[src/rtl/nmns_pkg.sv]
// ----------------------------------------------------------------------------
// nmns_pkg: shared constants for the neighbour mean noise smoother
// Default sizes, configuration register indexes and fixed arithmetic
// constants used by the smoother and its window cells.
// ----------------------------------------------------------------------------
package nmns_pkg;

  // Default sizes handed to the top level parameters.
  localparam int DEF_MAX_COLUMNS = 128;
  localparam int DEF_MAX_ROWS    = 128;
  localparam int DEF_PIXEL_BITS  = 8;

  // Configuration port geometry.
  localparam int CFG_DATA_BITS  = 8;
  localparam int CFG_INDEX_BITS = 2;

  // Configuration register indexes.
  typedef enum logic [CFG_INDEX_BITS-1:0] {
    REG_COLUMN_COUNT    = 2'd0,
    REG_ROW_COUNT       = 2'd1,
    REG_NOISE_THRESHOLD = 2'd2
  } cfg_reg_t;

  // Reset values of the registers and the smallest legal frame dimension.
  localparam int DIM_RESET       = 128;
  localparam int MIN_DIM         = 3;
  localparam int THRESHOLD_RESET = 2;

  // Eight neighbours: the mean is a right shift by three.
  localparam int NEIGHBOUR_SHIFT = 3;

  // Stored window columns: the two columns left of the incoming one.
  localparam int WINDOW_CELLS = 2;

endpackage

[src/rtl/nmns_ram.sv]
// ----------------------------------------------------------------------------
// nmns_ram: generic single-write, single-read RAM
// One write port and one read port with a registered read that updates
// only when the read enable is high.
// ----------------------------------------------------------------------------
module nmns_ram #(
  parameter int WIDTH = 16,
  parameter int DEPTH = 128
) (
  input  logic                     clk,
  input  logic                     wr_en,
  input  logic [$clog2(DEPTH)-1:0] wr_addr,
  input  logic [WIDTH-1:0]         wr_data,
  input  logic                     rd_en,
  input  logic [$clog2(DEPTH)-1:0] rd_addr,
  output logic [WIDTH-1:0]         rd_data
);

  logic [WIDTH-1:0] mem [DEPTH];

  // Write port.
  always_ff @(posedge clk) begin
    if (wr_en) begin
      mem[wr_addr] <= wr_data;
    end
  end

  // Registered read port; the data holds while no read is issued.
  always_ff @(posedge clk) begin
    if (rd_en) begin
      rd_data <= mem[rd_addr];
    end
  end

endmodule

[src/rtl/nmns_col_cell.sv]
// ----------------------------------------------------------------------------
// nmns_col_cell: one column of the 3x3 window
// Holds the top, middle and bottom pixel of one window column, loads the
// column from its neighbor on every shift and presents its partial sums.
// ----------------------------------------------------------------------------
module nmns_col_cell #(
  parameter int PIXEL_BITS = 8
) (
  input  logic                  clk,
  input  logic                  shift,
  input  logic [PIXEL_BITS-1:0] in_top,
  input  logic [PIXEL_BITS-1:0] in_mid,
  input  logic [PIXEL_BITS-1:0] in_bot,
  output logic [PIXEL_BITS-1:0] top,
  output logic [PIXEL_BITS-1:0] mid,
  output logic [PIXEL_BITS-1:0] bot,
  output logic [PIXEL_BITS:0]   edge_sum,
  output logic [PIXEL_BITS+1:0] col_sum
);

  // Column storage, loaded from the neighbor on each shift.
  always_ff @(posedge clk) begin
    if (shift) begin
      top <= in_top;
      mid <= in_mid;
      bot <= in_bot;
    end
  end

  // Top plus bottom serves a column whose middle is the centre pixel.
  assign edge_sum = (PIXEL_BITS+1)'(top) + (PIXEL_BITS+1)'(bot);
  assign col_sum  = (PIXEL_BITS+2)'(edge_sum) + (PIXEL_BITS+2)'(mid);

endmodule

[src/rtl/neighbour_mean_noise_smooth_top.sv]
// ----------------------------------------------------------------------------
// neighbour_mean_noise_smooth_top: 3x3 neighbour mean smoother with noise flag
// Streams a raster frame, keeps two line stores and a window of column cells,
// and emits the truncated mean of the eight neighbours of each interior pixel.
// ----------------------------------------------------------------------------
// The block takes one pixel per clock cycle in row-major order while
// in_stall is low, and gives one result for each pixel at row 2 or more
// and column 2 or more: the line store is read as the pixel is accepted
// into the read stage, the sum stage registers the window sum, and the
// mean and noise compare feed the output register. The two previous rows
// live in a single memory with one read and one write port,
// read for the incoming column and written back as the column leaves the
// read stage, so each pixel costs one memory access of each kind. No
// clearing pass runs after reset; line store entries are only seen once
// written. Writing column_count or row_count restarts the frame at row 0,
// column 0; configure only while no transaction is in flight.
module neighbour_mean_noise_smooth_top
  import nmns_pkg::*;
#(
  parameter int MAX_COLUMNS = DEF_MAX_COLUMNS,
  parameter int MAX_ROWS    = DEF_MAX_ROWS,
  parameter int PIXEL_BITS  = DEF_PIXEL_BITS
) (
  input  logic                        clk,
  input  logic                        rst,
  // Configuration port.
  input  logic                        cfg_write,
  input  logic [CFG_INDEX_BITS-1:0]   cfg_index,
  input  logic [CFG_DATA_BITS-1:0]    cfg_data,
  // Pixel input channel.
  input  logic                        in_valid,
  output logic                        in_stall,
  input  logic [PIXEL_BITS-1:0]       pixel_value,
  // Result output channel.
  output logic                        out_valid,
  input  logic                        out_stall,
  output logic [PIXEL_BITS-1:0]       smoothed_value,
  output logic                        noise_flag,
  output logic [$clog2(MAX_ROWS)-1:0]    centre_row,
  output logic [$clog2(MAX_COLUMNS)-1:0] centre_column,
  output logic                        frame_last
);

  localparam int COL_BITS = $clog2(MAX_COLUMNS);
  localparam int ROW_BITS = $clog2(MAX_ROWS);
  localparam int CC_BITS  = $clog2(MAX_COLUMNS + 1);
  localparam int RC_BITS  = $clog2(MAX_ROWS + 1);
  localparam int CCW      = (CC_BITS > CFG_DATA_BITS) ? CC_BITS : CFG_DATA_BITS;
  localparam int RCW      = (RC_BITS > CFG_DATA_BITS) ? RC_BITS : CFG_DATA_BITS;
  localparam int TW       = (PIXEL_BITS > CFG_DATA_BITS) ? PIXEL_BITS : CFG_DATA_BITS;
  localparam int SUM_BITS = PIXEL_BITS + NEIGHBOUR_SHIFT;
  localparam int COL_RESET = (DIM_RESET > MAX_COLUMNS) ? MAX_COLUMNS : DIM_RESET;
  localparam int ROW_RESET = (DIM_RESET > MAX_ROWS) ? MAX_ROWS : DIM_RESET;

  // Configuration registers.
  logic [CC_BITS-1:0]       column_count;
  logic [RC_BITS-1:0]       row_count;
  logic [CFG_DATA_BITS-1:0] noise_threshold;

  // Position of the next pixel.
  logic [COL_BITS-1:0] col_pos;
  logic [ROW_BITS-1:0] row_pos;

  // Read stage.
  logic                  s1_valid;
  logic [PIXEL_BITS-1:0] s1_px;
  logic [COL_BITS-1:0]   s1_col;
  logic [ROW_BITS-1:0]   s1_row;

  // Sum stage.
  logic                  s2_valid;
  logic [SUM_BITS-1:0]   s2_sum;
  logic [PIXEL_BITS-1:0] s2_centre;
  logic [ROW_BITS-1:0]   s2_row;
  logic [COL_BITS-1:0]   s2_col;
  logic                  s2_last;

  // Handshake and stage transfer controls.
  logic in_accept;
  logic out_ready;
  logic s2_ready;
  logic s1_ready;
  logic t1;
  logic t2;

  assign out_ready = !out_valid || !out_stall;
  assign s2_ready  = !s2_valid || out_ready;
  assign s1_ready  = !s1_valid || s2_ready;
  assign in_stall  = !s1_ready;
  assign in_accept = in_valid && !in_stall;
  assign t1        = s1_valid && s2_ready;
  assign t2        = s2_valid && out_ready;

  // Dimension clamping of configuration writes.
  logic [CCW-1:0]     col_wide;
  logic [RCW-1:0]     row_wide;
  logic [CC_BITS-1:0] col_clamped;
  logic [RC_BITS-1:0] row_clamped;

  always_comb begin
    col_wide = CCW'(cfg_data);
    row_wide = RCW'(cfg_data);
    if (col_wide < CCW'(MIN_DIM)) begin
      col_clamped = CC_BITS'(MIN_DIM);
    end else if (col_wide > CCW'(MAX_COLUMNS)) begin
      col_clamped = CC_BITS'(MAX_COLUMNS);
    end else begin
      col_clamped = CC_BITS'(col_wide);
    end
    if (row_wide < RCW'(MIN_DIM)) begin
      row_clamped = RC_BITS'(MIN_DIM);
    end else if (row_wide > RCW'(MAX_ROWS)) begin
      row_clamped = RC_BITS'(MAX_ROWS);
    end else begin
      row_clamped = RC_BITS'(row_wide);
    end
  end

  // Raster position stepping.
  logic               col_wrap;
  logic               row_wrap;
  logic [COL_BITS-1:0] col_pos_next;
  logic [ROW_BITS-1:0] row_pos_next;

  always_comb begin
    col_wrap = (CC_BITS'(col_pos) + CC_BITS'(1)) >= column_count;
    row_wrap = (RC_BITS'(row_pos) + RC_BITS'(1)) >= row_count;
    if (col_wrap) begin
      col_pos_next = '0;
      row_pos_next = row_wrap ? '0 : row_pos + ROW_BITS'(1);
    end else begin
      col_pos_next = col_pos + COL_BITS'(1);
      row_pos_next = row_pos;
    end
  end

  // Configuration registers and position counters.
  always_ff @(posedge clk) begin
    if (rst) begin
      column_count    <= CC_BITS'(COL_RESET);
      row_count       <= RC_BITS'(ROW_RESET);
      noise_threshold <= CFG_DATA_BITS'(THRESHOLD_RESET);
      col_pos         <= '0;
      row_pos         <= '0;
    end else if (cfg_write) begin
      case (cfg_reg_t'(cfg_index))
        REG_COLUMN_COUNT: begin
          column_count <= col_clamped;
          col_pos      <= '0;
          row_pos      <= '0;
        end
        REG_ROW_COUNT: begin
          row_count <= row_clamped;
          col_pos   <= '0;
          row_pos   <= '0;
        end
        REG_NOISE_THRESHOLD: begin
          noise_threshold <= cfg_data;
        end
        default: begin
        end
      endcase
    end else if (in_accept) begin
      col_pos <= col_pos_next;
      row_pos <= row_pos_next;
    end
  end

  // Line stores: upper row in the high half, middle row in the low half.
  logic [2*PIXEL_BITS-1:0] line_rd;
  logic [PIXEL_BITS-1:0]   line_top;
  logic [PIXEL_BITS-1:0]   line_mid;

  assign line_top = line_rd[2*PIXEL_BITS-1:PIXEL_BITS];
  assign line_mid = line_rd[PIXEL_BITS-1:0];

  nmns_ram #(
    .WIDTH (2 * PIXEL_BITS),
    .DEPTH (MAX_COLUMNS)
  ) u_line_ram (
    .clk     (clk),
    .wr_en   (t1),
    .wr_addr (s1_col),
    .wr_data ({line_mid, s1_px}),
    .rd_en   (in_accept),
    .rd_addr (col_pos),
    .rd_data (line_rd)
  );

  // Read stage registers, loaded alongside the line store read.
  always_ff @(posedge clk) begin
    if (rst) begin
      s1_valid <= 1'b0;
    end else if (in_accept) begin
      s1_valid <= 1'b1;
    end else if (t1) begin
      s1_valid <= 1'b0;
    end
  end

  always_ff @(posedge clk) begin
    if (in_accept) begin
      s1_px  <= pixel_value;
      s1_col <= col_pos;
      s1_row <= row_pos;
    end
  end

  // Window cells: cell 0 holds column c-1, cell 1 holds column c-2.
  logic [PIXEL_BITS-1:0] cell_in_top [WINDOW_CELLS];
  logic [PIXEL_BITS-1:0] cell_in_mid [WINDOW_CELLS];
  logic [PIXEL_BITS-1:0] cell_in_bot [WINDOW_CELLS];
  logic [PIXEL_BITS-1:0] cell_top    [WINDOW_CELLS];
  logic [PIXEL_BITS-1:0] cell_mid    [WINDOW_CELLS];
  logic [PIXEL_BITS-1:0] cell_bot    [WINDOW_CELLS];
  logic [PIXEL_BITS:0]   cell_edge   [WINDOW_CELLS];
  logic [PIXEL_BITS+1:0] cell_col    [WINDOW_CELLS];

  for (genvar i = 0; i < WINDOW_CELLS; i++) begin : g_cell
    if (i == 0) begin : g_head
      assign cell_in_top[i] = line_top;
      assign cell_in_mid[i] = line_mid;
      assign cell_in_bot[i] = s1_px;
    end else begin : g_link
      assign cell_in_top[i] = cell_top[i-1];
      assign cell_in_mid[i] = cell_mid[i-1];
      assign cell_in_bot[i] = cell_bot[i-1];
    end

    nmns_col_cell #(
      .PIXEL_BITS (PIXEL_BITS)
    ) u_cell (
      .clk      (clk),
      .shift    (t1),
      .in_top   (cell_in_top[i]),
      .in_mid   (cell_in_mid[i]),
      .in_bot   (cell_in_bot[i]),
      .top      (cell_top[i]),
      .mid      (cell_mid[i]),
      .bot      (cell_bot[i]),
      .edge_sum (cell_edge[i]),
      .col_sum  (cell_col[i])
    );
  end

  // Neighbour sum: full left column, centre column without its middle,
  // and the incoming column.
  logic [SUM_BITS-1:0] sum_next;
  logic                interior;
  logic                last_next;

  always_comb begin
    sum_next = SUM_BITS'(cell_col[WINDOW_CELLS-1]) + SUM_BITS'(cell_edge[0])
             + SUM_BITS'(line_top) + SUM_BITS'(line_mid) + SUM_BITS'(s1_px);
    interior = (s1_row >= ROW_BITS'(2)) && (s1_col >= COL_BITS'(2));
    last_next = ((RC_BITS'(s1_row) + RC_BITS'(1)) == row_count)
             && ((CC_BITS'(s1_col) + CC_BITS'(1)) == column_count);
  end

  // Sum stage; border pixels leave no transaction behind.
  always_ff @(posedge clk) begin
    if (rst) begin
      s2_valid <= 1'b0;
    end else if (t1) begin
      s2_valid <= interior;
    end else if (t2) begin
      s2_valid <= 1'b0;
    end
  end

  always_ff @(posedge clk) begin
    if (t1) begin
      s2_sum    <= sum_next;
      s2_centre <= cell_mid[0];
      s2_row    <= s1_row - ROW_BITS'(1);
      s2_col    <= s1_col - COL_BITS'(1);
      s2_last   <= last_next;
    end
  end

  // Mean and noise decision.
  logic [PIXEL_BITS-1:0] mean;
  logic [PIXEL_BITS-1:0] diff;
  logic                  flag_next;

  always_comb begin
    mean = s2_sum[SUM_BITS-1:NEIGHBOUR_SHIFT];
    diff = (s2_centre >= mean) ? (s2_centre - mean) : (mean - s2_centre);
    flag_next = TW'(diff) >= TW'(noise_threshold);
  end

  // Output register.
  always_ff @(posedge clk) begin
    if (rst) begin
      out_valid <= 1'b0;
    end else if (t2) begin
      out_valid <= 1'b1;
    end else if (out_valid && !out_stall) begin
      out_valid <= 1'b0;
    end
  end

  always_ff @(posedge clk) begin
    if (t2) begin
      smoothed_value <= mean;
      noise_flag     <= flag_next;
      centre_row     <= s2_row;
      centre_column  <= s2_col;
      frame_last     <= s2_last;
    end
  end

`ifndef SYNTHESIS
  // The raster position always stays inside the configured frame.
  assert property (@(posedge clk) disable iff (rst)
    (CC_BITS'(col_pos) < column_count) && (RC_BITS'(row_pos) < row_count))
    else $error("raster position outside the configured frame");

  // Results only ever come from interior centres.
  assert property (@(posedge clk) disable iff (rst)
    out_valid |-> (centre_row != '0) && (centre_column != '0))
    else $error("result for a border pixel");

  // The last result of a frame sits one column left of the final column.
  assert property (@(posedge clk) disable iff (rst)
    out_valid && frame_last |->
      (CC_BITS'(centre_column) + CC_BITS'(2)) == column_count)
    else $error("frame end flagged at the wrong column");
`endif

endmodule
[config.mk]
export PLATFORM = sky130hd
export DESIGN_NAME = neighbour_mean_noise_smooth_top
export DESIGN_NICKNAME = d
export VERILOG_FILES = /design/src/rtl/nmns_pkg.sv /design/src/rtl/nmns_ram.sv /design/src/rtl/nmns_col_cell.sv /design/src/rtl/neighbour_mean_noise_smooth_top.sv
export SDC_FILE = /design/constraint.sdc
export NUM_CORES = 2
export LEC_CHECK = 0
export BUFFER_PORTS_ARGS = -buffer_cell sky130_fd_sc_hd__clkbuf_2
export CAP_MARGIN = 20
export CORE_MARGIN = 2
export CORE_UTILIZATION = 55
export CTS_BUF_LIST = sky130_fd_sc_hd__clkbuf_8
export DETAILED_ROUTE_END_ITERATION = 8
export GPL_TIMING_DRIVEN = 0
export MAX_ROUTING_LAYER = met4
export PLACE_DENSITY = 0.82
export SLEW_MARGIN = 10
export SYNTH_ARGS = -nofsm -noshare
export SYNTH_HDL_FRONTEND = slang
export SYNTH_HIERARCHICAL = 1
export SYNTH_SLANG_ARGS = --single-unit
[constraint.sdc]
create_clock -name clk -period 10.6 [get_ports clk]
set_input_delay 0.53 -clock clk [delete_from_list [all_inputs] [get_ports clk]]
set_output_delay 0.53 -clock clk [all_outputs]
set_load 0.05 [all_outputs]
==> flow_summary.yaml <==
worst_setup_path:
  path_class: "reg -> reg"
  critPathLaunchType: "flop"
  crit_fanout: 10
  crit_required_ps: 11380
  startpoint: "col_pos[2]"
  worstSetupEndpointType: "flop"
  timing.rr.start: "col_pos[2]"
  crit_arrival_ps: 5730
floorplan:
  coreArea_um2: 160000
  io_pins: 49
  row_count: 147
  die_area_um2: 164000
  initial_core_util: 0.551
  dieHeight_um: 405
  chipWidth_um: 405
sta:
  period_share: 0.467
  skew_ps: 71.1
  rsz0062_at_grt: "false"
  setup_viol: 0
  max_slew.worst_pin.slew_ps: 1290
  layout_min_cycle_time_ps: 4950
  finalHoldViolCount: 0
  fmax_mhz: 202
  setup-tns-final_ps: 0
  drv_slew: 0
  slew_headroom: 0.139
clock_tree:
  cts_tree: "done"
  cts_buffers: 348
  htree_num_levels: 5
  cts_sinks: 2230
  clock_latency_ps: 1040
  clockBufferDepth: 4
  cts_root_buf: "clkbuf_8"
  cts.clk_slew.worst_paths_ps: 60
pwr:
  switching_share: 0.229
  power_frac_clock: 0.370
  p_seq_frac: 0.551
  internal_power_uw: 13700
  power.leakage_uw: 0.0324
  cellPowerDensity_nw_per_um2: 175
  switching_power_uw: 4090
  max-vdd-ir-drop_mv: 0.114
  power_frac_comb: 0.079
placement:
  place_area_um2: 95200
  dpl.hpwl_mm: 158
  gp_congestion: 0.946
  io_buffer_count: 46
final_layout:
  syn2layout_area_growth_pct: 15.2
  multiInputGateArea_um2: 20800
  final_nets: 4735
  post-route-util: 0.635
  nFillCells: 9569
  drive_gt1_frac: 0.328
  seqCellArea_um2: 66600
  design_area_um2: 102000
global_routing:
  use_met1: 0.358
  grt_start_max_net_pins: 65
  grt_use_met2: 0.458
  grt_pass1_vias: 46705
  busiest_layer: "met2"
  grt-ovfl-total: 0
  gr-usage-all-layers: 0.298
  grt_pass1_wl_mm: 332
  globalRouteMet3Util: 0.0855
  antenna_found_initial: 16
hold_path:
  hp-class: "in -> reg"
  worstHoldStart: "cfg_write"
logic_synthesis:
  yosys_warnings: 6
  syn_inst: 3958
  avgSynthCellArea_um2: 22.3
  syn_area_um2: 88200
  syn-num-nets: 4093
routing:
  drc_errors: 0
  drtIter0Drc: 7526
  vias: 46406
  vias_per_cell: 6.68
  totalWireLength_mm: 235
  ant_nets: 0
  wl_per_cell_um: 33.8
  drt_first_pass_iters: 7
status:
  status: "completed"
job:
  max_cap_viol_count: 0
layout make-up:
cell class / instances / area share
Timing Repair Buffer: 292 / 0.0419
Buffer: 184 / 0.00784
Sequential cell: 2230 / 0.654
Tap cell: 2086 / 0.0257
Antenna cell: 12 / 0.000295
Clock buffer: 358 / 0.0485
Inverter: 124 / 0.00458
Multi-Input combinational cell: 1420 / 0.205
Clock inverter: 240 / 0.0123
metrics by stage:
stage	std cells	total power (uW)	hold slack [ps]	worst slack, ps
after floorplan	3958	10900	400	5150
after global placement	6090	11200	402	2990
after detailed placement	6306	11400	407	5730
after CTS	6928	17900	4.04	5680
after global routing	6944	18400	139	5460
final	6946	17800	106	5650
routing by layer:
metal	vias up	part of all wire
li1	17877	-
met1	23684	0.32
met2	4009	0.48
met3	836	0.13
met4	0	0.067
met5	-	0
worst max-delay path, cell delays in order, from the launching register on:
cell and delay (ps):
dfxtp_1 480, clkbuf_1 390, clkbuf_1 920, buf_1 890, mux4_2 450, mux4_2 630, mux4_2 590, mux2_2 310
timing repair:
action / 4_1_cts / 5_1_grt
hold buffers: 24 / 0
buffers inserted: 0 / 0
resized for setup: 0 / 0
endpoints found under the hold margin: 55 / 0
endpoints found under the setup margin: 0 / 0
cells in the final DEF, fill, tap and decap left out, types with 9 or more instances in the layout:
master            n
ha_1             84
inv_1           220
buf_8           143
clkinv_2         39
nor2_1           47
nor3_1           17
nand3_1          44
a21oi_1          51
mux4_2          672
a21o_1           13
clkinv_1         86
nor2_2          119
o21ai_0          21
buf_6            23
mux2_2           17
buf_16           48
buf_4            11
fa_1             28
nor2b_1          18
diode_2          12
clkbuf_2         58
clkbuf_1         85
xor2_1           26
nand2_1          79
buf_2            55
nand4_1           9
nor3_2            9
bufinv_16        10
dfxtp_1          41
edfxtp_1       2189
xnor2_1          40
buf_1            28
and3_1           14
mux2i_1          11
dlygate4sd3_1    24
clkbuf_8        358
power groups by stage:
| stage | Combinational, uW | Clock [uW] | Sequential, uW |
|---|---|---|---|
| finish | 1410 | 6590 | 9810 |
| CTS | 1390 | 6650 | 9810 |
| detailed placement | 1370 | 0 | 10000 |
| global route | 1510 | 7030 | 9810 |
| global placement | 1100 | 0 | 10100 |
| floorplan | 844 | 0 | 10100 |
worst paths after layout:
| path | endpoint | slack, ps | cells after the start |
|---|---|---|---|
| worst max register to register | u_line_ram/rd_data[1] | 5650 | 7 |
| worst min register to register | centre_row[6] | 420 | 0 |
| worst max-delay path | u_line_ram/rd_data[1] | 5650 | 7 |
| worst min-delay path | column_count[4] | 110 | 5 |
registers in the layout (all words and copies together) (netlist names), 7 cells and up:
name                flops
s1_row                  7
s2_sum                  8
noise_threshold         8
u_line_ram/mem       2048
row_pos                 7
col_pos                 7
g_cell.u_cell/top      16
centre_row              7
g_cell.u_cell/mid      16
s2_centre               8
s2_col                  7
s1_px                   8
u_line_ram/rd_data     16
centre_column           7
smoothed_value          8
g_cell.u_cell/bot      16
row_count               8
column_count            8
s2_row                  7
s1_col                  7
Note: power is estimated with default switching activity, not from simulation.
